===== src/rtl/dht_pkg.sv =====
// ----------------------------------------------------------------------------
// dht_pkg
// Types, constants and arithmetic helpers shared by the link transform blocks.
// ----------------------------------------------------------------------------
package dht_pkg;

  localparam int ANG_W    = 33;  // theta plus joint value, exact
  localparam int RED_W    = 34;  // biased angle for the modulo pipeline
  localparam int REM_W    = 19;  // remainder below 2*pi
  localparam int FOLD_W   = 21;  // signed folded angle
  localparam int CX_W     = 34;  // CORDIC x and y, Q2.30 with headroom
  localparam int CZ_W     = 33;  // CORDIC residual angle, Q2.30
  localparam int TRIG_W   = 18;  // sine and cosine in Q2.16
  localparam int PROD_W   = 50;  // 32 x 18 product
  localparam int SPROD_W  = 36;  // 18 x 18 product
  localparam int RED_STEPS = 15; // quotient bits of the modulo

  localparam logic [RED_W-1:0] TWO_PI_U    = 34'd411775;
  // smallest multiple of 2*pi that lifts every 33-bit angle above zero
  localparam logic [RED_W-1:0] REDUCE_BIAS = 34'd4295225025;
  localparam logic signed [FOLD_W-1:0] TWO_PI_S  = 21'sd411775;
  localparam logic signed [FOLD_W-1:0] PI_S      = 21'sd205887;
  localparam logic signed [FOLD_W-1:0] HALF_PI_S = 21'sd102944;
  localparam logic signed [CX_W-1:0]   CORDIC_GAIN = 34'sd652032874;
  localparam logic signed [CX_W-1:0]   ROUND_Q14   = 34'sd8192;

  typedef enum logic [2:0] {
    REG_CONVENTION  = 3'd0,
    REG_JOINT_KIND  = 3'd1,
    REG_LINK_OFFSET = 3'd2,
    REG_JOINT_ANGLE = 3'd3,
    REG_LINK_LENGTH = 3'd4,
    REG_LINK_TWIST  = 3'd5
  } cfg_reg_t;

  typedef enum logic {
    CONV_CLASSIC = 1'b0,
    CONV_CRAIG   = 1'b1
  } conv_t;

  typedef enum logic {
    JOINT_PRISMATIC = 1'b0,
    JOINT_REVOLUTE  = 1'b1
  } joint_t;

  // one classified item as it waits in the queue
  typedef struct packed {
    logic signed [ANG_W-1:0] angle;
    logic signed [31:0]      offset;
  } item_t;

  // link settings the back end reads
  typedef struct packed {
    conv_t              convention;
    logic signed [31:0] link_length;
    logic signed [31:0] link_twist;
  } link_cfg_t;

  typedef struct packed {
    logic signed [CZ_W-1:0] z;
    logic                   flip;
  } fold_t;

  function automatic logic [29:0] atan_q30(input int i);
    logic [29:0] v;
    begin
      case (i)
        0:  v = 30'h3243F6A8;
        1:  v = 30'h1DAC6705;
        2:  v = 30'h0FADBAFC;
        3:  v = 30'h07F56EA6;
        4:  v = 30'h03FEAB76;
        5:  v = 30'h01FFD55B;
        6:  v = 30'h00FFFAAA;
        7:  v = 30'h007FFF55;
        8:  v = 30'h003FFFEA;
        9:  v = 30'h001FFFFD;
        10: v = 30'h000FFFFF;
        11: v = 30'h0007FFFF;
        12: v = 30'h0003FFFF;
        13: v = 30'h0001FFFF;
        14: v = 30'h0000FFFF;
        15: v = 30'h00007FFF;
        16: v = 30'h00003FFF;
        17: v = 30'h00001FFF;
        18: v = 30'h00000FFF;
        19: v = 30'h000007FF;
        20: v = 30'h000003FF;
        21: v = 30'h000001FF;
        22: v = 30'h000000FF;
        23: v = 30'h0000007F;
        default: v = '0;
      endcase
      return v;
    end
  endfunction

  function automatic logic signed [31:0] sat_add32(input logic signed [31:0] a,
                                                   input logic signed [31:0] b);
    logic signed [32:0] s;
    begin
      s = {a[31], a} + {b[31], b};
      if (s[32] != s[31]) begin
        return s[32] ? 32'sh8000_0000 : 32'sh7FFF_FFFF;
      end
      return s[31:0];
    end
  endfunction

  // one compare-and-subtract of the modulo by 2*pi shifted left
  function automatic logic [RED_W-1:0] red_step(input logic [RED_W-1:0] v, input int sh);
    logic [RED_W-1:0] c;
    begin
      c = TWO_PI_U << sh;
      return (v >= c) ? (v - c) : v;
    end
  endfunction

  // remainder in [0, 2*pi) -> [-pi/2, pi/2] plus a half-turn flag, scaled to Q2.30
  function automatic fold_t fold_angle(input logic [REM_W-1:0] r);
    logic signed [FOLD_W-1:0] a;
    fold_t f;
    begin
      a = $signed({2'b00, r});
      if (a > PI_S) begin
        a = a - TWO_PI_S;
      end
      f.flip = 1'b0;
      if (a > HALF_PI_S) begin
        a = a - PI_S;
        f.flip = 1'b1;
      end else if (a < -HALF_PI_S) begin
        a = a + PI_S;
        f.flip = 1'b1;
      end
      f.z = {a[18:0], 14'b0};
      return f;
    end
  endfunction

  // optional negation, round half up from Q18.32 to Q16.16, saturate
  function automatic logic signed [31:0] mulq_fin(input logic signed [PROD_W-1:0] p,
                                                  input logic neg);
    logic signed [PROD_W:0] t;
    logic signed [PROD_W-16:0] q;
    begin
      t = neg ? -{p[PROD_W-1], p} : {p[PROD_W-1], p};
      t = t + 51'sd32768;
      q = t[PROD_W:16];
      if (q > 35'sh0_7FFF_FFFF) begin
        return 32'sh7FFF_FFFF;
      end
      if (q < -35'sh0_8000_0000) begin
        return 32'sh8000_0000;
      end
      return q[31:0];
    end
  endfunction

endpackage


===== src/rtl/dht_fifo.sv =====
// ----------------------------------------------------------------------------
// dht_fifo
// Short queue between the input stage and the transform pipeline.
// ----------------------------------------------------------------------------
module dht_fifo import dht_pkg::*; #(
  parameter int DEPTH = 4
) (
  input  logic  clk,
  input  logic  rst,
  input  logic  push,
  input  item_t push_item,
  output logic  full,
  input  logic  pop,
  output logic  nonempty,
  output item_t pop_item
);

  localparam int AW = $clog2(DEPTH);
  localparam int CW = $clog2(DEPTH + 1);

  item_t         slots [0:DEPTH-1];
  logic [AW-1:0] wptr;
  logic [AW-1:0] rptr;
  logic [CW-1:0] count;

  assign full     = (count == CW'(DEPTH));
  assign nonempty = (count != '0);
  assign pop_item = slots[rptr];

  always_ff @(posedge clk) begin
    if (push) begin
      slots[wptr] <= push_item;
    end
  end

  always_ff @(posedge clk) begin
    if (rst) begin
      wptr  <= '0;
      rptr  <= '0;
      count <= '0;
    end else begin
      if (push) begin
        wptr <= wptr + 1'b1;
      end
      if (pop) begin
        rptr <= rptr + 1'b1;
      end
      if (push && !pop) begin
        count <= count + 1'b1;
      end else if (pop && !push) begin
        count <= count - 1'b1;
      end
    end
  end

  a_count_bound: assert property (@(posedge clk) disable iff (rst)
    count <= CW'(DEPTH))
    else $error("queue count beyond depth");

  a_no_pop_empty: assert property (@(posedge clk) disable iff (rst)
    pop |-> nonempty)
    else $error("pop from empty queue");

  a_count_track: assert property (@(posedge clk) disable iff (rst)
    (push && !pop) |=> count == $past(count) + 1'b1)
    else $error("queue count missed a push");

endmodule


===== config.mk =====
export PLATFORM = sky130hd
export DESIGN_NAME = dht_fifo
export DESIGN_NICKNAME = d
export VERILOG_FILES = /design/src/rtl/dht_pkg.sv /design/src/rtl/dht_fifo.sv
export SDC_FILE = /design/constraint.sdc
export NUM_CORES = 1
export LEC_CHECK = 0
export BUFFER_PORTS_ARGS = -buffer_cell sky130_fd_sc_hd__buf_4
export CAP_MARGIN = 5
export CELL_PAD_IN_SITES_DETAIL_PLACEMENT = 0
export CELL_PAD_IN_SITES_GLOBAL_PLACEMENT = 1
export CORE_MARGIN = 1
export CORE_UTILIZATION = 25
export CTS_BUF_LIST = sky130_fd_sc_hd__clkbuf_4 sky130_fd_sc_hd__clkbuf_8 sky130_fd_sc_hd__clkbuf_16
export DETAILED_ROUTE_END_ITERATION = 12
export GPL_TIMING_DRIVEN = 0
export PLACE_DENSITY = 0.47
export SLEW_MARGIN = 0
export SYNTH_ARGS = -nofsm -noshare
export SYNTH_HDL_FRONTEND = slang
export SYNTH_SLANG_ARGS = --single-unit

===== constraint.sdc =====
create_clock -name clk -period 2.9 [get_ports clk]
set_input_delay 0.29 -clock clk [delete_from_list [all_inputs] [get_ports clk]]
set_output_delay 0.29 -clock clk [all_outputs]
set_load 0.03 [all_outputs]

## Word-level counts from Yosys, hierarchy flattened

Memories as Yosys holds them, arrays and structs flattened. A register that Yosys moved wholly into a read port is not among the register bits.
Index checks and enable logic that the tools add are counted.

- Add/sub/neg operators: 4
- Reductions and logical operators: 6
- Mux-type cells: 6
- Equality and inequality tests: 1

Operators by type and width:

| operator | count |
|---|---|
| $mux 3 | 2 |
| $add 2x1->2 const B | 2 |
| $mux 2 | 2 |
| $add 3x1->3 const B | 1 |
| $eq 3x3->1 const B | 1 |
| $reduce_bool 3->1 | 1 |
| $sub 3x1->3 const B | 1 |
| $logic_and 1x1->1 | 2 |
| $logic_not 1->1 | 2 |
| $mux 1 | 2 |
| $reduce_bool 2->1 | 1 |

- Output and inout bits: 67
- Memories: 1
- Bits in writable memories: 260
- Logic and storage cells: 21
- Register bits after elaboration: 7
- Bits of input ports: 69

Memory list:

| memory | depth | width | rd ports | clocked after Yosys merged registers in | wr ports | RTL line | source |
|---|---|---|---|---|---|---|---|
| slots | 4 | 65 | 1 | 1 | 1 | dht_fifo.sv:21 | `item_t slots [0:DEPTH-1];` |

## Depth between registers and ports, before layout

Gate-level depths: netlist of the first run.

- Word-level depth: 4
- Gate-level depth with buffers: 7
- Depth with buffers taken out: 7

## Least setup slack after synthesis of the first run

No wires, ideal clock.

- Kind: register -> register
- From: register wptr[0]
- To: memory slots[0][0] (netlist bit) (enable)
- Period minus slack after synthesis: 2500 ps
- Stages on the path, launching flop included: 4
- Required time: 2470 ps
- Buffers on the path: 0
- Arrival time: 2070 ps
- Slack: 400 ps
- Library setup time: 430 ps
- Cells stage by stage: dfxtp_1 inv_1 ha_1 and2_1

RTL lines:

| element | RTL line | source |
|---|---|---|
| start: declaration | dht_fifo.sv:22 | `logic [AW-1:0] wptr;` |
| start signal: assignment | dht_fifo.sv:43 | `wptr <= wptr + 1'b1;` |
| end: declaration | dht_fifo.sv:21 |  |

No word-level cell before the write port.

==> results of run 1 <==
## layout make-up
type | count | area (µm²)
Sequential cell | 269 | 7990
Multi-Input combinational cell | 95 | 1710
Clock buffer | 40 | 833
Fill cell | 3678 | 25500
Tap cell | 518 | 648
Buffer | 15 | 156
Inverter | 4 | 15.0
Timing Repair Buffer | 203 | 1750
Clock inverter | 13 | 95.1
## per-stage QoR
stage | total power [W] | setup slack [ps] | TNS, ps
2_1_floorplan | 0.00534 | 400 | 0
3_3_place_gp | 0.00582 | -1190 | -292750
3_5_place_dp | 0.00585 | 991 | 0
4_1_cts | 0.00949 | 404 | 0
5_1_grt | 0.00970 | 339 | 0
6_report | 0.00931 | 538 | 0
## synth_stat cells, drive strengths merged
library cell and number:
edfxtp 260, mux4 65, buf 13, dfxtp 9, nor2 7, ha 5, and2 4, inv 4
xor2 3, clkbuf 2, mux2i 2, or3 2, xnor2 2, a21oi 1, fa 1, nand2 1
nor3b 1, o21ai 1
## worst max-delay path, cell delays in order, from the launching register on
cell     delay (ps)
dfxtp_1         310
buf_2           290
buf_2           350
mux4_2          370
buf_4           190
## state kept, by name, indices dropped and copies added (netlist names), named ones only
| register | count |
|---|---|
| count | 3 |
| wptr | 2 |
| slots | 260 |
| rptr | 2 |
## logic make-up after synthesis
group                      Yosys count  synth area share
AOI/OAI and AO/OA                    2           0.00101
xor gates and xnor gates             5           0.00444
adders and majority gates            6           0.00838
buffers and inverters               19            0.0174
DFF                                269             0.811
muxes                               67             0.151
and+or+nand+nor                     15           0.00762
## path summary, 6_finish.rpt
path                                start            to  slack [ps]  cells past startpoint
worst max-delay path            flip-flop  pop_item[14]         540                      4
worst min-delay path                  pop     flip-flop          50                      3
worst max register to register    wptr[0]  slots[0][24]        1090                      4
worst min register to register    rptr[1]     flip-flop         530                      2
## layer usage
| metal | up-vias | routed length [µm] | GRT usage |
|---|---|---|---|
| met5 | - | 0 | 0 |
| li1 | 2094 | - | - |
| met2 | 92 | 10200 | 0.175 |
| met4 | 0 | 453 | 0.0341 |
| met1 | 2436 | 8580 | 0.124 |
| met3 | 32 | 848 | 0.0221 |
## what timing repair did
action,4_1_cts,5_1_grt
endpoints found under the hold margin,260,0
hold buffers,65,0
endpoints found under the setup margin,0,0
## power by group through the flow
stage                     Clock [W]  Combinational [W]  Sequential, W
after global placement            0            0.00122        0.00460
after global routing        0.00379            0.00139        0.00452
final                       0.00351            0.00129        0.00451
after CTS                   0.00365            0.00134        0.00451
after detailed placement          0            0.00126        0.00459
after floorplan                   0           0.000753        0.00459
==> out/metrics.yaml, run 1 <==
power_and_ir_drop:
  intPower_w: 0.00713
  power_density_nw_per_um2: 706
  switching_share: 0.234
  peakVddDrop_mv: 0.496
  netSwitchingPower_w: 0.00218
  p_seq_frac: 0.484
  power_leakage_nw: 4.46
  pwr-share-clk: 0.377
  power_frac_comb: 0.139
timing:
  hold_slack_ps: 52.9
  finClkSkew_ps: 19.5
  fin_crit_ps: 2360
  worstMarginPinSlew_ps: 676
  fmax_mhz: 423
  slew_viol_final: 0
  setup_viol: 0
  timing.final.crit_share: 0.814
  hold_viol: 0
  slew_headroom: 0.550
  rsz0062_at_grt: "no"
floorplanning:
  coreArea_um2: 38700
  io_pins: 136
  dieHeight_um: 201
  rows: 72
  die-area_um2: 40200
  die_x_um: 201
  start_util: 0.254
placed_design:
  placed_cells: 1039
  portBuffers: 134
  gp_congestion: 0.642
  dpl-instance-area_um2: 11600
  hpwl_um: 12100
worst_setup_path:
  crit_arrival_ps: 2070
  crit_fanout: 10
  end_kind: "output port"
  cp.required_ps: 2610
  start_kind: "flip-flop"
  criticalPathCategory: "reg -> out"
layout:
  layout.cells.most_common: "edfxtp_1"
  final_cell_mix: "edfxtp_1 (260), buf_4 (135), mux4_2 (65), dlygate4sd3_1 (65), clkbuf_16 (29)"
  syn2layout_area_growth_pct: 33.9
  diodes: 0
  instances_no_fill: 1157
  fin_area_um2: 13200
  drive_gt1_frac: 0.419
  layout.nets: 692
  utilization: 0.341
clock_network:
  clk_latency_ps: 540
  cts-buffers-inserted: 29
  cts_tree: "yes"
  root_buffer: "clkbuf_16"
  path_clk_slew_ps: 60
  cts_resized: 0
  h-tree-depth: 1
  postCtsSetupBuffers: 0
  cts_buffer_depth: 3
  cts.sinks: 269
outcome:
  outcome: "finished, final reports clean"
yosys:
  syn_inst: 383
  yosys-top-cells-area: "edfxtp_1 (79%), mux4_2 (15%), dfxtp_1 (1.8%)"
  syn_area_um2: 9850
  synth_seq_area_share: 0.811
  syn-num-nets: 458
  synth.top_cell.area_share: 0.792
  ys_ff_latch: 269
  yosys.area.top_type: "edfxtp_1"
  ys_warn_count: 0
  ys_types: 21
  avgSynthCellArea_um2: 25.7
routing:
  wl_per_cell_um: 17.3
  wirelength_um: 20100
  via_per_inst: 4.02
  firstDrtPassIters: 4
  dr_total_vias: 4654
  drtAntennaViolNets: 0
  drt_iter0_markers: 133
  drc_errors: 0
global_route:
  grt-ovfl-total: 0
  grt_pass1_vias: 5284
  grt_pass1_wl_um: 30800
  grt_start_max_net_pins: 37
  antenna_found_initial: 0
  grt_util_all_layers: 0.101
worst_hold_path:
  min-delay-path-class: "in -> reg"
flow_run:
  cap_violations: 0
No activity file was read; power rests on OpenSTA's default activity.
==> inputs of run 2 (changes only) <==
--- a/config.mk
+++ b/config.mk
@@ -14,7 +14,7 @@
 export CTS_BUF_LIST = sky130_fd_sc_hd__clkbuf_4 sky130_fd_sc_hd__clkbuf_8 sky130_fd_sc_hd__clkbuf_16
 export DETAILED_ROUTE_END_ITERATION = 12
 export GPL_TIMING_DRIVEN = 0
-export PLACE_DENSITY = 0.47
+export PLACE_DENSITY = 0.49
 export SLEW_MARGIN = 0
 export SYNTH_ARGS = -nofsm -noshare
 export SYNTH_HDL_FRONTEND = slang
==> constraint.sdc (replaced) <==
create_clock -name clk -period 1.9 [get_ports clk]
set_input_delay 0.19 -clock clk [delete_from_list [all_inputs] [get_ports clk]]
set_output_delay 0.19 -clock clk [all_outputs]
set_load 0.03 [all_outputs]
==> run 2 against run 1 <==
Compared with the run above:
- the run now ends with setup timing left
- highest routed layer unchanged
- routed wire length is 5.4% higher
- register-to-register slack lost 930 ps
- via count is 2.3% higher
- critical endpoint is now pop_item[35]
- combinational power rose by 76%
- largest cell class unchanged
- clock skew shrank 9.6 ps
- global-route usage increased by 0.58 points
==> out/metrics.yaml, run 2 (same netlist as run 1, synthesis figures left out) <==
outcome:
  outcome: "complete, but fails checks"
  violations: "setup timing"
power_and_ir_drop:
  peakVddDrop_mv: 0.649  # +31%
  power_leakage_nw: 4.68  # +4.9%
  power_density_nw_per_um2: 1070  # +51%
timing:
  fmax_mhz: 467
  worstMarginPinSlew_ps: 553  # -123 ps
  slew_headroom: 0.631  # +0.0819
  finClkSkew_ps: 9.89  # -9.58 ps
  fin_crit_ps: 2140
  timing.final.crit_share: 1.13
  fin_setup_tns_ps: -13380  # -13380 ps
  hold_viol: 0  # unchanged
  fin_ws_ps: -241  # -779 ps
  rsz0062_at_grt: "yes"
  setup_viol: 65  # +65
  slew_viol_final: 0  # unchanged
routing:
  drtAntennaViolNets: 0  # unchanged
  firstDrtPassIters: 4  # unchanged
  via_per_inst: 4.05  # +0.63%
  wirelength_um: 21200  # +5.4%
  dr_total_vias: 4760  # +2.3%
  wl_per_cell_um: 18.0  # +3.7%
  drt_iter0_markers: 193  # +45%
  drc_errors: 0  # unchanged
clock_network:
  cts-buffers-inserted: 30  # +3.4%
  cts.sinks: 269  # unchanged
  root_buffer: "clkbuf_16"
  cts_buffer_depth: 3  # unchanged
  clk_latency_ps: 550  # about the same
  path_clk_slew_ps: 60  # about the same
  h-tree-depth: 1  # unchanged
  cts_tree: "yes"
worst_setup_path:
  start_kind: "flip-flop"
  reg2reg_from: "wptr[1]"
  cp.required_ps: 1710  # -900 ps
  crit_end: "pop_item[35]"
  r2r_end: "slots[1][58]"
  cpPeakStageDelay_ps: 540  # +170 ps
  r2r_setup_slack_ps: 160  # -930 ps
  reg2reg_depth: 4  # unchanged
  crit_arrival_ps: 1950  # -120 ps
  crit_fanout: 10  # unchanged
  end_kind: "output port"
  critPathSlowestCell: "mux4_2"
  criticalPathCategory: "reg -> out"
  crit_chain: "buf_12, buf_12, mux4_2, buf_6"
  cp_common_cell: "buf_12"
global_route:
  antenna_found_initial: 0  # unchanged
  grt_pass1_vias: 5472  # +3.6%
  grt_util_all_layers: 0.107  # +0.00582
  grt_pass1_wl_um: 32500  # +5.5%
  grt-ovfl-total: 0  # unchanged
  grt_start_max_net_pins: 38  # +2.7%
layout:
  drive_gt1_frac: 0.427  # +0.00765
  top_regs: "slots (260), count (3)"
  syn2layout_area_growth_pct: 39.6
  diodes: 0  # unchanged
  regMostFlops: "slots"
  largest_reg_flops: 260  # unchanged
  fillCellCount: 3640  # -1.0%
  layout.cells.most_common: "edfxtp_1"
  layout.nets: 709  # +2.5%
  final_cell_mix: "edfxtp_1 (260), buf_4 (75), buf_6 (71), dlygate4sd3_1 (70), mux4_2 (65)"
  instances_no_fill: 1176  # +1.6%
  fin_area_um2: 13800  # +4.3%
placed_design:
  pre_cts_ws_ps: 72.7  # -919 ps
  placed_cells: 1039  # unchanged
  gp_congestion: 0.658  # +2.5%
  portBuffers: 134  # unchanged
  dpl-instance-area_um2: 11600  # +0.13%
  hpwl_um: 12500  # +3.9%
floorplanning:
  io_pins: 136  # unchanged
  dieHeight_um: 201  # unchanged
  die_x_um: 201  # unchanged
  start_util: 0.254  # unchanged
  die-area_um2: 40200  # unchanged
  coreArea_um2: 38700  # unchanged
  rows: 72  # unchanged
worst_hold_path:
  min_from: "push_item[51]"
  min-delay-path-class: "in -> reg"
flow_run:
  cap_violations: 0  # unchanged
[run 2: what timing repair did]
action,4_1_cts,5_1_grt
gates resized for setup,87,1
buffers inserted,7,0
endpoints found under the setup margin,65,100
endpoints found under the hold margin,264,0
gates cloned,3,1
hold buffers,70,0
[run 2: worst min path at each step]
stage                        end  cells after the start
floorplan            slots[0][0]                      0
global placement    slots[3][42]                      1
detailed placement  slots[0][60]                      1
CTS                 slots[2][47]                      2
global route        slots[1][51]                      2
finish              slots[1][51]                      2
[run 2: final cells by class]
type                       count  area [µm²]  area share
multi-input combinational     96        1710       0.124
tap                          518         648      0.0471
clock buffer                  36         813      0.0591
buffer                        15         198      0.0144
inverter                       4        15.0     0.00109
timing repair buffer         218        2230       0.162
clock inverter                20         153      0.0111
sequential                   269        7990       0.581
[run 2: metrics by stage]
stage / total power [W] / util / hold WS [ps]
6_report: 0.0147 / 0.355 / 382
5_1_grt: 0.0153 / 0.355 / 361
4_1_cts: 0.0149 / 0.355 / 344
3_5_place_dp: 0.00893 / 0.300 / 394
3_3_place_gp: 0.00885 / 0.297 / 388
2_1_floorplan: 0.00814 / - / 289
[run 2: metal layers]
metal  GRT usage  share of wire  up-vias
li1            -              -     2140
met1       0.137           0.44     2486
met2       0.183           0.50      104
met3      0.0193          0.037       30
met4      0.0335          0.021        0
met5           0              0        -
[run 2: power by group]
| group | total [W] | internal (W) | switching, W | leakage [nW] |
|---|---|---|---|---|
| Clock | 0.00552 | 0.00331 | 0.00222 | 0.478 |
| Sequential | 0.00688 | 0.00681 | 0.0000717 | 2.46 |
| Combinational | 0.00227 | 0.00111 | 0.00116 | 1.74 |
[run 2: critical path: cells and delay by family (launching register included)]
kind                   cells  cell delay [ps]
buffers and inverters      3              500
flip-flops                 1              360
multiplexers               1              540
