**src/rtl/dht_pkg.sv**
```systemverilog
// ----------------------------------------------------------------------------
// dht_pkg
// Types, constants and arithmetic helpers shared by the link transform blocks.
// ----------------------------------------------------------------------------
package dht_pkg;

  localparam int ANG_W    = 33;  // theta plus joint value, exact
  localparam int RED_W    = 34;  // biased angle for the modulo pipeline
  localparam int REM_W    = 19;  // remainder below 2*pi
  localparam int FOLD_W   = 21;  // signed folded angle
  localparam int CX_W     = 34;  // CORDIC x and y, Q2.30 with headroom
  localparam int CZ_W     = 33;  // CORDIC residual angle, Q2.30
  localparam int TRIG_W   = 18;  // sine and cosine in Q2.16
  localparam int PROD_W   = 50;  // 32 x 18 product
  localparam int SPROD_W  = 36;  // 18 x 18 product
  localparam int RED_STEPS = 15; // quotient bits of the modulo

  localparam logic [RED_W-1:0] TWO_PI_U    = 34'd411775;
  // smallest multiple of 2*pi that lifts every 33-bit angle above zero
  localparam logic [RED_W-1:0] REDUCE_BIAS = 34'd4295225025;
  localparam logic signed [FOLD_W-1:0] TWO_PI_S  = 21'sd411775;
  localparam logic signed [FOLD_W-1:0] PI_S      = 21'sd205887;
  localparam logic signed [FOLD_W-1:0] HALF_PI_S = 21'sd102944;
  localparam logic signed [CX_W-1:0]   CORDIC_GAIN = 34'sd652032874;
  localparam logic signed [CX_W-1:0]   ROUND_Q14   = 34'sd8192;

  typedef enum logic [2:0] {
    REG_CONVENTION  = 3'd0,
    REG_JOINT_KIND  = 3'd1,
    REG_LINK_OFFSET = 3'd2,
    REG_JOINT_ANGLE = 3'd3,
    REG_LINK_LENGTH = 3'd4,
    REG_LINK_TWIST  = 3'd5
  } cfg_reg_t;

  typedef enum logic {
    CONV_CLASSIC = 1'b0,
    CONV_CRAIG   = 1'b1
  } conv_t;

  typedef enum logic {
    JOINT_PRISMATIC = 1'b0,
    JOINT_REVOLUTE  = 1'b1
  } joint_t;

  // one classified item as it waits in the queue
  typedef struct packed {
    logic signed [ANG_W-1:0] angle;
    logic signed [31:0]      offset;
  } item_t;

  // link settings the back end reads
  typedef struct packed {
    conv_t              convention;
    logic signed [31:0] link_length;
    logic signed [31:0] link_twist;
  } link_cfg_t;

  typedef struct packed {
    logic signed [CZ_W-1:0] z;
    logic                   flip;
  } fold_t;

  function automatic logic [29:0] atan_q30(input int i);
    logic [29:0] v;
    begin
      case (i)
        0:  v = 30'h3243F6A8;
        1:  v = 30'h1DAC6705;
        2:  v = 30'h0FADBAFC;
        3:  v = 30'h07F56EA6;
        4:  v = 30'h03FEAB76;
        5:  v = 30'h01FFD55B;
        6:  v = 30'h00FFFAAA;
        7:  v = 30'h007FFF55;
        8:  v = 30'h003FFFEA;
        9:  v = 30'h001FFFFD;
        10: v = 30'h000FFFFF;
        11: v = 30'h0007FFFF;
        12: v = 30'h0003FFFF;
        13: v = 30'h0001FFFF;
        14: v = 30'h0000FFFF;
        15: v = 30'h00007FFF;
        16: v = 30'h00003FFF;
        17: v = 30'h00001FFF;
        18: v = 30'h00000FFF;
        19: v = 30'h000007FF;
        20: v = 30'h000003FF;
        21: v = 30'h000001FF;
        22: v = 30'h000000FF;
        23: v = 30'h0000007F;
        default: v = '0;
      endcase
      return v;
    end
  endfunction

  function automatic logic signed [31:0] sat_add32(input logic signed [31:0] a,
                                                   input logic signed [31:0] b);
    logic signed [32:0] s;
    begin
      s = {a[31], a} + {b[31], b};
      if (s[32] != s[31]) begin
        return s[32] ? 32'sh8000_0000 : 32'sh7FFF_FFFF;
      end
      return s[31:0];
    end
  endfunction

  // one compare-and-subtract of the modulo by 2*pi shifted left
  function automatic logic [RED_W-1:0] red_step(input logic [RED_W-1:0] v, input int sh);
    logic [RED_W-1:0] c;
    begin
      c = TWO_PI_U << sh;
      return (v >= c) ? (v - c) : v;
    end
  endfunction

  // remainder in [0, 2*pi) -> [-pi/2, pi/2] plus a half-turn flag, scaled to Q2.30
  function automatic fold_t fold_angle(input logic [REM_W-1:0] r);
    logic signed [FOLD_W-1:0] a;
    fold_t f;
    begin
      a = $signed({2'b00, r});
      if (a > PI_S) begin
        a = a - TWO_PI_S;
      end
      f.flip = 1'b0;
      if (a > HALF_PI_S) begin
        a = a - PI_S;
        f.flip = 1'b1;
      end else if (a < -HALF_PI_S) begin
        a = a + PI_S;
        f.flip = 1'b1;
      end
      f.z = {a[18:0], 14'b0};
      return f;
    end
  endfunction

  // optional negation, round half up from Q18.32 to Q16.16, saturate
  function automatic logic signed [31:0] mulq_fin(input logic signed [PROD_W-1:0] p,
                                                  input logic neg);
    logic signed [PROD_W:0] t;
    logic signed [PROD_W-16:0] q;
    begin
      t = neg ? -{p[PROD_W-1], p} : {p[PROD_W-1], p};
      t = t + 51'sd32768;
      q = t[PROD_W:16];
      if (q > 35'sh0_7FFF_FFFF) begin
        return 32'sh7FFF_FFFF;
      end
      if (q < -35'sh0_8000_0000) begin
        return 32'sh8000_0000;
      end
      return q[31:0];
    end
  endfunction

endpackage

```
**src/rtl/dht_front.sv**
```systemverilog
// ----------------------------------------------------------------------------
// dht_front
// Link register file and input stage: forms the effective angle and offset.
// ----------------------------------------------------------------------------
module dht_front import dht_pkg::*; (
  input  logic               clk,
  input  logic               rst,
  input  logic               cfg_valid,
  output logic               cfg_ready,
  input  logic [2:0]         cfg_index,
  input  logic [31:0]        cfg_data,
  input  logic               in_valid,
  output logic               in_stall,
  input  logic signed [31:0] joint_input,
  input  logic               q_full,
  output logic               push,
  output item_t              push_item,
  output link_cfg_t          link_cfg
);

  conv_t              convention;
  joint_t             joint_kind;
  logic signed [31:0] link_offset;
  logic signed [31:0] joint_angle;
  logic signed [31:0] link_length;
  logic signed [31:0] link_twist;

  assign cfg_ready = 1'b1;

  always_ff @(posedge clk) begin
    if (rst) begin
      convention  <= CONV_CLASSIC;
      joint_kind  <= JOINT_REVOLUTE;
      link_offset <= '0;
      joint_angle <= '0;
      link_length <= '0;
      link_twist  <= '0;
    end else if (cfg_valid && cfg_ready) begin
      unique case (cfg_reg_t'(cfg_index))
        REG_CONVENTION:  convention  <= conv_t'(cfg_data[0]);
        REG_JOINT_KIND:  joint_kind  <= joint_t'(cfg_data[0]);
        REG_LINK_OFFSET: link_offset <= cfg_data;
        REG_JOINT_ANGLE: joint_angle <= cfg_data;
        REG_LINK_LENGTH: link_length <= cfg_data;
        REG_LINK_TWIST:  link_twist  <= cfg_data;
        default: ;
      endcase
    end
  end

  assign in_stall = q_full;
  assign push     = in_valid && !q_full;

  always_comb begin
    if (joint_kind == JOINT_REVOLUTE) begin
      push_item.angle  = {joint_angle[31], joint_angle} + {joint_input[31], joint_input};
      push_item.offset = link_offset;
    end else begin
      push_item.angle  = {joint_angle[31], joint_angle};
      push_item.offset = sat_add32(link_offset, joint_input);
    end
  end

  assign link_cfg.convention  = convention;
  assign link_cfg.link_length = link_length;
  assign link_cfg.link_twist  = link_twist;

endmodule

```
**config.mk**
```make
export PLATFORM = sky130hd
export DESIGN_NAME = dht_front
export DESIGN_NICKNAME = d
export VERILOG_FILES = /design/src/rtl/dht_pkg.sv /design/src/rtl/dht_front.sv
export SDC_FILE = /design/constraint.sdc
export NUM_CORES = 1
export LEC_CHECK = 0
export BUFFER_PORTS_ARGS = -buffer_cell sky130_fd_sc_hd__buf_2
export CAP_MARGIN = 25
export CELL_PAD_IN_SITES_DETAIL_PLACEMENT = 0
export CELL_PAD_IN_SITES_GLOBAL_PLACEMENT = 1
export CORE_ASPECT_RATIO = 0.9
export CORE_MARGIN = 1.5
export CORE_UTILIZATION = 42
export DETAILED_ROUTE_END_ITERATION = 6
export PLACE_DENSITY = 0.83
export SETUP_SLACK_MARGIN = 0.02
export SYNTH_ARGS = -nofsm -noshare
export SYNTH_HDL_FRONTEND = slang
export SYNTH_SLANG_ARGS = --single-unit
```
**constraint.sdc**
```tcl
create_clock -name clk -period 9.9 [get_ports clk]
set_clock_uncertainty 0.15 [all_clocks]
set_input_delay 1.98 -clock clk [delete_from_list [all_inputs] [get_ports clk]]
set_output_delay 1.98 -clock clk [all_outputs]
set_load 0.05 [all_outputs]
```
## After elaboration in Yosys (flattened, before gate mapping)

Cells that the tools add are included.

- Bits in registers: 130
- Latch bits: 0
- RAM bits: 0
- ROM bits: 0
- Input port bits: 72
- Output and inout bits: 133
- Memories: 0

- Add/subtract/negate cells: 2
- $mul: 0
- Div/mod/pow operators: 0
- Order comparisons: 0
- Equality and inequality tests: 6
- Shift-type cells: 0
- Muxes and demuxes: 6
- Bitwise gates (word level): 0
- Reductions and logical operators: 9

Operators by type and width:

| kind | number |
|---|---|
| $mux 32 | 3 |
| $add 32x32->33 | 2 |
| $mux 65 | 1 |
| $reduce_and 2->1 | 6 |
| $eq 3x2->1 const B | 2 |
| $eq 3x3->1 const B | 2 |
| $eq 3x1->1 const B | 1 |
| $logic_not 3->1 | 1 |
| $mux 1 | 2 |
| $logic_and 1x1->1 | 1 |
| $logic_not 1->1 | 1 |
| $ne 1x1->1 | 1 |

## Logic depth before layout (Yosys ltp)

Gate-level depths: netlist of run 1.

- Word-level depth: 6
- Gate-level depth with buffers: 16
- Gate-level depth less buffers: 14

## Worst setup path after synthesis of run 1

OpenSTA, ideal clock, no wires.

- Path type: input port to output port
- From: in joint_input[20]
- To: out push_item[0] in the netlist's numbering
- Arrival time: 6.004 ns
- Path slack: 1.766 ns
- Stages: 14
- Cells stage by stage: ha_1 a21o_1 a21o_1 a2111o_1 a311oi_1 a21bo_2 a31oi_1 o21bai_1 xor2_1 ha_1 buf_4 clkbuf_1 and2_1 o31ai_1

RTL lines:

| item | line | text |
|---|---|---|
| start, declared | dht_front.sv:14 | `input logic signed [31:0] joint_input,` |
| end, declared | dht_front.sv:17 | `output item_t push_item,` |

==> impl_metrics.csv, run 1 <==
group,metric,value,unit
sta,fin_crit_sh,0.847,
sta,setup_viol,0,
synth,ys.flop_type,"dfxtp_1",
placed_design,place_congestion,0.965,
critical_path,cp_slowest_cell,"nor2_2",
critical_path,cp_data_arrival_time,6.25,ns
critical_path,crit_chain,"buf_2, ha_1, a21o_1, a21o_1, a2111o_1, a311oi_1, a21bo_2, a31oi_1, o21bai_1, xor2_1, ha_1, buf_4, clkinv_1, nor2_2, o22a_1, buf_2",
sta,whs,0.299,ns
cts,cts.sinks,130,
drt,drt-vias-per-instance,5.63,
cts,clk_pin_slew,0.05,ns
global_routing,grt_usage,0.260,
critical_path,crit_start,"joint_input[20]",
floorplan,io_pins,205,
drt,drt-pass1-iter-count,5,
cts,numCtsBuffers,17,
cts,cts_root_buf,"clkbuf_16",
critical_path,timing.rr.start,"joint_kind",
floorplan,rows,49,
sta,fin_setup_tns,0,ns
finish,syn2layout_area_growth,19.9,%
pwr,clkPwrFrac,0.410,
critical_path,worst-path-max-fanout,25,
drt,ant_nets,0,
critical_path,worst-setup-path-type,"in -> out",
min_path,hold_path_class,"reg -> reg",
critical_path,crit_end,"push_item[3]",
finish,final_area,10500,µm²
drt,drc,0,
sta,drv_slew,0,
placed_design,port_buffers,203,
cts,ctsLongestPathBuffers,2,
critical_path,cp-end-kind,"output port",
finish,mostFrequentLayoutCells,"nand2_1 (305), buf_2 (202), a21oi_1 (184)",
sta,min_period,8.38,ns
critical_path,rr_endpoint,"joint_kind",
cts,cts_tree,"done",
global_routing,grt_pass1_wl,44500,µm
pwr,powerDensity,143,nW/µm²
synth,synth.distinct_cells,79,
synth,ys_ff_latch,130,
finish,fin_util,0.520,
critical_path,worstPathRequired,7.77,ns
cts,ctsResizeCount,0,
finish,nFillCells,2083,
floorplan,floorplan.initialDensity,0.434,
drt,detailroute.via_count,9044,
synth,synth_edf_count,0,
sta,hold_viol_final,0,
critical_path,cp.depth,16,
synth,synthesis.nets,1315,
sta,rsz0062_at_grt,"false",
cts,h-tree-depth,4,
pwr,swShare,0.316,
sta,tightest_slew,0.759,ns
critical_path,path_buf_inv,4,
cts,clkLatencyLatePin,0.40,ns
placed_design,dp_hpwl,21800,µm
drt,wl,28700,µm
finish,layout_commonest_cell,"nand2_1",
synth,seq_area_frac_synth,0.296,
cts,holdBufCountCts,0,
critical_path,reg2reg_depth,5,
pwr,combPwrFrac,0.228,
pwr,power.share.sequential,0.362,
cts,post-cts-setup-buffer-count,0,
global_routing,overflow,0,
pwr,irDropWorstVdd,0.000120,V
synth,synthCells,1175,
placed_design,dpl_cell_area,9930,µm²
drt,drt_iter0_drc,788,
critical_path,slowest_delay,0.55,ns
floorplan,die_h,140,µm
finish,n_antenna_cell,0,
synth,async_reset_ff_frac,0,
synth,avgSynthCellArea,7.47,µm²
run_status,outcome,"complete, no violations",
synth,synth_warnings,0,
finish,num-nets-final,1479,
global_routing,antenna_found_initial,0,
global_routing,grt_max_degree,74,
critical_path,critPathLaunchType,"primary input",
finish,final_cell_count_no_fill,1607,
pwr,p_leak,4.75,nW
synth,netlist_area,8780,µm²
pwr,p_int,1.03,mW
floorplan,die_area,21800,µm²
pwr,switchingPower,0.475,mW
critical_path,cp_top_family,"compound AO/OA/AOI/OAI gates",
sta,max_slew_margin,0.494,
finish,drive_gt1_frac,0.213,
sta,fmax,119,MHz
critical_path,reg2reg_slack,8.25,ns
floorplan,core_region_area,20200,µm²
placed_design,placedCellCount,1575,
global_routing,first_global_vias,8184,
floorplan,die_w,155,µm
drt,post_drt_wl_per_cell,17.9,µm
job,max_cap_viol_count,0,
-- through the flow --
| stage | total power [mW] | setup slack (ns) |
|---|---|---|
| 2_1_floorplan | 0.803 | 1.77 |
| 3_3_place_gp | 0.895 | 1.59 |
| 3_5_place_dp | 0.896 | 1.52 |
| 4_1_cts | 1.51 | 1.50 |
| 5_1_grt | 1.57 | 1.18 |
| 6_report | 1.51 | 1.52 |
-- Yosys cell counts, drive strengths merged (18+ instances only) --
library cell | n | area, µm²
mux2 | 21 | 236
o21ai | 44 | 224
a21oi | 185 | 930
xor2 | 18 | 158
clkbuf | 56 | 214
nor2 | 43 | 164
a21o | 28 | 210
ha | 66 | 826
dfxtp | 130 | 2600
inv | 20 | 75.1
xnor2 | 29 | 254
nand2 | 305 | 1140
-- routing by layer --
layer | share of wire | wire, µm | GRT usage | vias to the layer above
met5 | 0 | 0 | 0 | -
met4 | 0.013 | 368 | 0.0617 | 0
met3 | 0.077 | 2200 | 0.0529 | 25
met2 | 0.41 | 11700 | 0.365 | 349
met1 | 0.50 | 14400 | 0.401 | 4183
li1 | - | - | - | 4487
-- sequential cells by signal, summed over array words and instances (netlist names) --
register / flops
link_offset: 32
link_length: 32
joint_kind: 1
convention: 1
joint_angle: 32
link_twist: 32
-- cell families after synthesis --
family | count (synthesis) | synth area share
AOI/OAI and AO/OA | 375 | 0.271
xor gates and xnor gates | 47 | 0.0469
adders and majority gates | 68 | 0.0986
buffers and inverters | 92 | 0.0440
DFF | 130 | 0.296
muxes | 22 | 0.0281
other | 1 | 0.000427
and+or+nand+nor | 440 | 0.215
-- tightest hold or removal path, cell delays in order (launching register included) --
cell and delay (ns):
dfxtp_1 0.30, nand2_1 0.05, a21oi_1 0.05
-- power by group through the flow --
stage	Clock [mW]	Sequential, mW	Combinational (mW)
finish	0.618	0.545	0.343
global route	0.652	0.546	0.369
CTS	0.628	0.544	0.342
detailed placement	0	0.556	0.340
global placement	0	0.555	0.339
floorplan	0	0.570	0.232
-- layout make-up --
| cell class | count | area [µm²] | share of cell area |
|---|---|---|---|
| Clock inverter | 9 | 104 | 0.00987 |
| Inverter | 22 | 82.6 | 0.00785 |
| Tap cell | 255 | 319 | 0.0303 |
| Sequential cell | 130 | 2600 | 0.247 |
| Clock buffer | 23 | 488 | 0.0464 |
| Multi-Input combinational cell | 953 | 5800 | 0.551 |
| Timing Repair Buffer | 215 | 1130 | 0.107 |
-- worst min-delay path by stage --
| stage | start | end | slack [ns] | depth (start not counted) |
|---|---|---|---|---|
| finish | link_length[30] | link_length[30] | 0.30 | 2 |
| global route | link_length[30] | link_length[30] | 0.32 | 2 |
| CTS | link_length[30] | link_length[30] | 0.30 | 2 |
| detailed placement | link_length[30] | link_length[30] | 0.30 | 2 |
| global placement | link_length[18] | link_length[18] | 0.29 | 2 |
| floorplan | link_offset[10] | link_offset[10] | 0.30 | 2 |
Power figures use the tool's default switching activity.
==> run 2, diff against run 1 <==
CORE_UTILIZATION = 39   (was 42)
PLACE_DENSITY = 0.77   (was 0.83)
clock period = 8.1 ns   (was 9.9 ns; I/O delays follow)
==> impl_metrics.csv, run 2 (synthesis gave the netlist of run 1 again) <==
group,metric,value,unit
critical_path,crit_start,"joint_input[5]",
run_status,outcome,"complete, no violations",
floorplan,die_h,145,µm
critical_path,worstPathRequired,6.33,ns
finish,mostFrequentLayoutCells,"nand2_1 (305), buf_2 (202), a21oi_1 (184)",
floorplan,core_region_area,21900,µm²
sta,drv_slew,0,
global_routing,grt_pass1_wl,45400,µm
finish,regArea,2600,µm²
critical_path,cp_slowest_cell,"o41ai_2",
global_routing,first_global_vias,8257,
cts,cts_root_buf,"clkbuf_16",
sta,max_slew_margin,0.411,
placed_design,place_congestion,0.910,
floorplan,rows,51,
sta,fin_crit_sh,0.954,
cts,post-cts-setup-buffer-count,0,
critical_path,timing.rr.start,"joint_kind",
critical_path,rr_endpoint,"joint_kind",
cts,ctsLongestPathBuffers,2,
cts,clk_pin_slew,0.05,ns
sta,rsz0062_at_grt,"false",
floorplan,die_area,23400,µm²
critical_path,worst-path-max-fanout,12,
critical_path,cp_top_family,"compound AO/OA/AOI/OAI gates",
cts,cts.sinks,130,
sta,setup_viol,0,
critical_path,crit_end,"push_item[6]",
cts,clkLatencyLatePin,0.40,ns
finish,nFillCells,2238,
global_routing,overflow,0,
critical_path,slowest_delay,0.59,ns
pwr,irDropWorstVdd,0.000154,V
critical_path,worst-setup-path-type,"in -> out",
critical_path,crit_chain,"buf_2, ha_1, o21ai_0, a211oi_2, a21boi_0, o41ai_2, a21bo_2, a31oi_1, o21bai_1, xor2_1, ha_1, clkinv_1, nor2_2, o22a_1, buf_2",
finish,multiInputGateArea,5800,µm²
critical_path,reg2reg_depth,5,
cts,ctsResizeCount,0,
sta,min_period,7.73,ns
cts,cts_tree,"done",
critical_path,critPathLaunchType,"primary input",
floorplan,floorplan.initialDensity,0.401,
cts,h-tree-depth,4,
critical_path,path_buf_inv,3,
critical_path,cp_data_arrival_time,5.96,ns
pwr,powerDensity,181,nW/µm²
finish,num-nets-final,1478,
drt,wl,29400,µm
global_routing,grt_usage,0.244,
drt,drt-vias-per-instance,5.55,
finish,layout_commonest_cell,"nand2_1",
placed_design,dp_hpwl,22300,µm
critical_path,cp.depth,15,
sta,fin_setup_tns,0,ns
sta,hold_viol_final,0,
drt,drt-pass1-iter-count,5,
drt,drt_iter0_drc,835,
drt,post_drt_wl_per_cell,17.9,µm
pwr,p_leak,4.76,nW
placed_design,dpl_cell_area,9950,µm²
placed_design,port_buffers,203,
finish,final_area,10600,µm²
floorplan,io_pins,205,
min_path,holdPathStages,2,
finish,drive_gt1_frac,0.212,
global_routing,grt_max_degree,80,
drt,detailroute.via_count,9126,
global_routing,antenna_found_initial,1,
floorplan,die_w,161,µm
finish,syn2layout_area_growth,20.7,%
min_path,hold_path_class,"reg -> reg",
job,max_cap_viol_count,0,
drt,ant_nets,0,
critical_path,reg2reg_slack,6.12,ns
cts,holdBufCountCts,0,
cts,numCtsBuffers,17,
sta,tightest_slew,0.883,ns
critical_path,cp-end-kind,"output port",
sta,fmax,129,MHz
drt,drc,0,
==> run 2: per-stage QoR <==
step            util  hold slack, ns  power [mW]  setup slack (ns)  instances
5_1_grt        0.484           0.323        2.00            0.0948       1643
2_1_floorplan      -           0.298       0.981             0.686       1175
3_5_place_dp   0.455           0.294        1.10             0.468       1610
4_1_cts        0.484           0.302        1.93             0.445       1642
6_report       0.484           0.301        1.92             0.374       1643
3_3_place_gp   0.455           0.288        1.10             0.632       1610
==> run 2: power breakdown <==
part	internal, mW	switching, mW
registers	0.654	0.0127
logic	0.122	0.299
clock network	0.560	0.274
total	1.33	0.586
==> run 2: layout make-up <==
type | instances | share of cell area
Antenna cell | 1 | 0.000236
Clock buffer | 21 | 0.0435
Clock inverter | 11 | 0.0172
Inverter | 22 | 0.00779
Multi-Input combinational cell | 953 | 0.547
Sequential cell | 130 | 0.246
Tap cell | 291 | 0.0344
Timing Repair Buffer | 214 | 0.104
==> run 2: worst min path at each step <==
stage,start,endpoint,slack (ns)
after global routing,link_twist[10],link_twist[10],0.32
final,link_length[23],link_length[23],0.30
after detailed placement,link_twist[10],link_twist[10],0.29
after CTS,link_twist[10],link_twist[10],0.30
after floorplan,link_offset[10],link_offset[10],0.30
after global placement,link_length[9],link_length[9],0.29
==> run 2: layer usage <==
| layer | vias to the layer above | routed length (µm) | GRT usage |
|---|---|---|---|
| met3 | 27 | 2090 | 0.0419 |
| met2 | 329 | 12300 | 0.349 |
| li1 | 4499 | - | - |
| met5 | - | 0 | 0 |
| met4 | 0 | 423 | 0.0611 |
| met1 | 4271 | 14600 | 0.374 |
==> run 2: worst min-delay path, delay by kind of cell, from the launching register on <==
family          cells  cell delay (ns)
flops               1             0.30
compound gates      1             0.05
simple gates        1             0.05
==> run 3, diff against run 2 <==
RECOVER_POWER = 100   (was default)
==> impl_metrics.csv, run 3 (synthesis gave the netlist of run 1 again) <==
group,metric,value,unit
critical_path,crit_chain,"buf_2, ha_1, o21ai_0, a211oi_2, a21boi_0, o41ai_2, a21bo_2, a31oi_1, o21bai_1, xor2_1, ha_1, clkinv_1, nor3_2, a221o_1, clkbuf_2",
global_routing,overflow,0,
run_status,outcome,"finished with violations",
sta,tightest_slew,3.18,ns
cts,post-cts-setup-buffer-count,0,
cts,clkLatencyLatePin,0.40,ns
critical_path,cp_data_arrival_time,6.01,ns
pwr,power.share.sequential,0.348,
sta,fin_setup_tns,0,ns
floorplan,die_area,23400,µm²
global_routing,antenna_found_initial,1,
cts,cts_tree,"done",
sta,fmax,129,MHz
job,max_cap_viol_count,4,
finish,drive_gt1_frac,0.129,
critical_path,cp-end-kind,"output port",
drt,ant_nets,0,
run_status,violations,"capacitance limit, slew limit",
drt,drt-pass1-iter-count,5,
critical_path,slowest_delay,0.68,ns
finish,layout_commonest_cell,"nand2_1",
drt,drc,0,
cts,clk_pin_slew,0.05,ns
sta,rsz0062_at_grt,"false",
drt,drt_iter0_drc,809,
global_routing,grt_pass1_wl,45400,µm
cts,h-tree-depth,4,
floorplan,core_region_area,21900,µm²
pwr,powerDensity,183,nW/µm²
cts,ctsLongestPathBuffers,2,
critical_path,reg2reg_slack,6.12,ns
sta,fin_crit_sh,0.960,
sta,max_slew_margin,-1.12,
placed_design,place_congestion,0.910,
drt,detailroute.via_count,9099,
critical_path,crit_start,"joint_input[5]",
pwr,clkPwrFrac,0.436,
floorplan,io_pins,205,
placed_design,port_buffers,203,
critical_path,reg2reg_depth,5,
finish,syn2layout_area_growth,18.8,%
pwr,switchingPower,0.586,mW
finish,final_cell_count_no_fill,1643,
critical_path,worst-path-max-fanout,10,
floorplan,die_w,161,µm
drt,wl,29400,µm
critical_path,worst-setup-path-type,"in -> out",
placed_design,dp_hpwl,22300,µm
finish,multiInputGateArea,5790,µm²
placed_design,placedCellCount,1610,
floorplan,die_h,145,µm
min_path,hold_path_class,"reg -> reg",
finish,num-nets-final,1478,
finish,regArea,2600,µm²
sta,min_period,7.78,ns
finish,nFillCells,2301,
global_routing,first_global_vias,8257,
drt,drt-vias-per-instance,5.54,
pwr,p_leak,4.31,nW
pwr,swShare,0.306,
floorplan,rows,51,
finish,fin_util,0.477,
floorplan,floorplan.initialDensity,0.401,
global_routing,grt_usage,0.244,
cts,holdBufCountCts,0,
critical_path,critPathLaunchType,"primary input",
pwr,p_int,1.33,mW
drt,post_drt_wl_per_cell,17.9,µm
cts,ctsResizeCount,0,
sta,setup_viol,0,
cts,cts.sinks,130,
finish,mostFrequentLayoutCells,"nand2_1 (305), a21oi_1 (184), dfxtp_1 (129)",
critical_path,rr_endpoint,"joint_kind",
cts,numCtsBuffers,17,
global_routing,grt_max_degree,80,
sta,whs,0.303,ns
critical_path,worstPathRequired,6.33,ns
critical_path,cp_slowest_cell,"nor3_2",
cts,cts_root_buf,"clkbuf_16",
critical_path,crit_end,"push_item[21]",
pwr,irDropWorstVdd,0.000155,V
sta,drv_slew,199,
critical_path,cpMostUsedCell,"ha_1",
critical_path,timing.rr.start,"joint_kind",
sta,hold_viol_final,0,
pwr,combPwrFrac,0.216,
## run 3: how the worst min path moves through the flow
| stage | cells past startpoint | slack (ns) | start | end |
|---|---|---|---|---|
| after floorplan | 2 | 0.30 | link_offset[10] | link_offset[10] |
| after global placement | 2 | 0.29 | link_length[9] | link_length[9] |
| after detailed placement | 2 | 0.29 | link_twist[10] | link_twist[10] |
| after CTS | 2 | 0.30 | link_twist[10] | link_twist[10] |
| after global routing | 2 | 0.33 | link_length[9] | link_length[9] |
| final | 2 | 0.30 | link_length[23] | link_length[23] |
## run 3: worst max-delay path, delay by kind of cell
family	cells	cell delay, ns
compound gates	8	2.07
buf+inv	3	0.70
simple gates	1	0.68
xor+xnor	1	0.12
fa+ha+maj	2	0.81
## run 3: metrics by stage
step                cell area [µm²]  setup slack, ns  total power [mW]
floorplan                      8780            0.686             0.981
global placement               9950            0.632              1.10
detailed placement             9950            0.468              1.10
CTS                           10600            0.445              1.93
finish                        10400            0.325              1.91
global route                  10400           0.0502              1.99
## run 3: routing by layer
layer  GRT usage  vias to the layer above  part of all wire
met5           0                        -                 0
met3      0.0419                       28             0.077
met1       0.374                     4254              0.50
li1            -                     4488                 -
met2       0.349                      329              0.42
met4      0.0611                        0             0.012
## run 3: cell type report
class	count	area share
multi-input combinational	953	0.555
sequential	130	0.250
timing repair buffer	214	0.0910
clock buffer	21	0.0441
tap	291	0.0349
clock inverter	11	0.0175
inverter	22	0.00792
antenna	1	0.000240
## run 3: power by group through the flow
stage,Sequential (mW),Clock (mW),Combinational (mW)
final,0.666,0.834,0.413
after global routing,0.667,0.878,0.443
after CTS,0.666,0.848,0.419
after detailed placement,0.679,0,0.418
after global placement,0.679,0,0.419
after floorplan,0.697,0,0.284
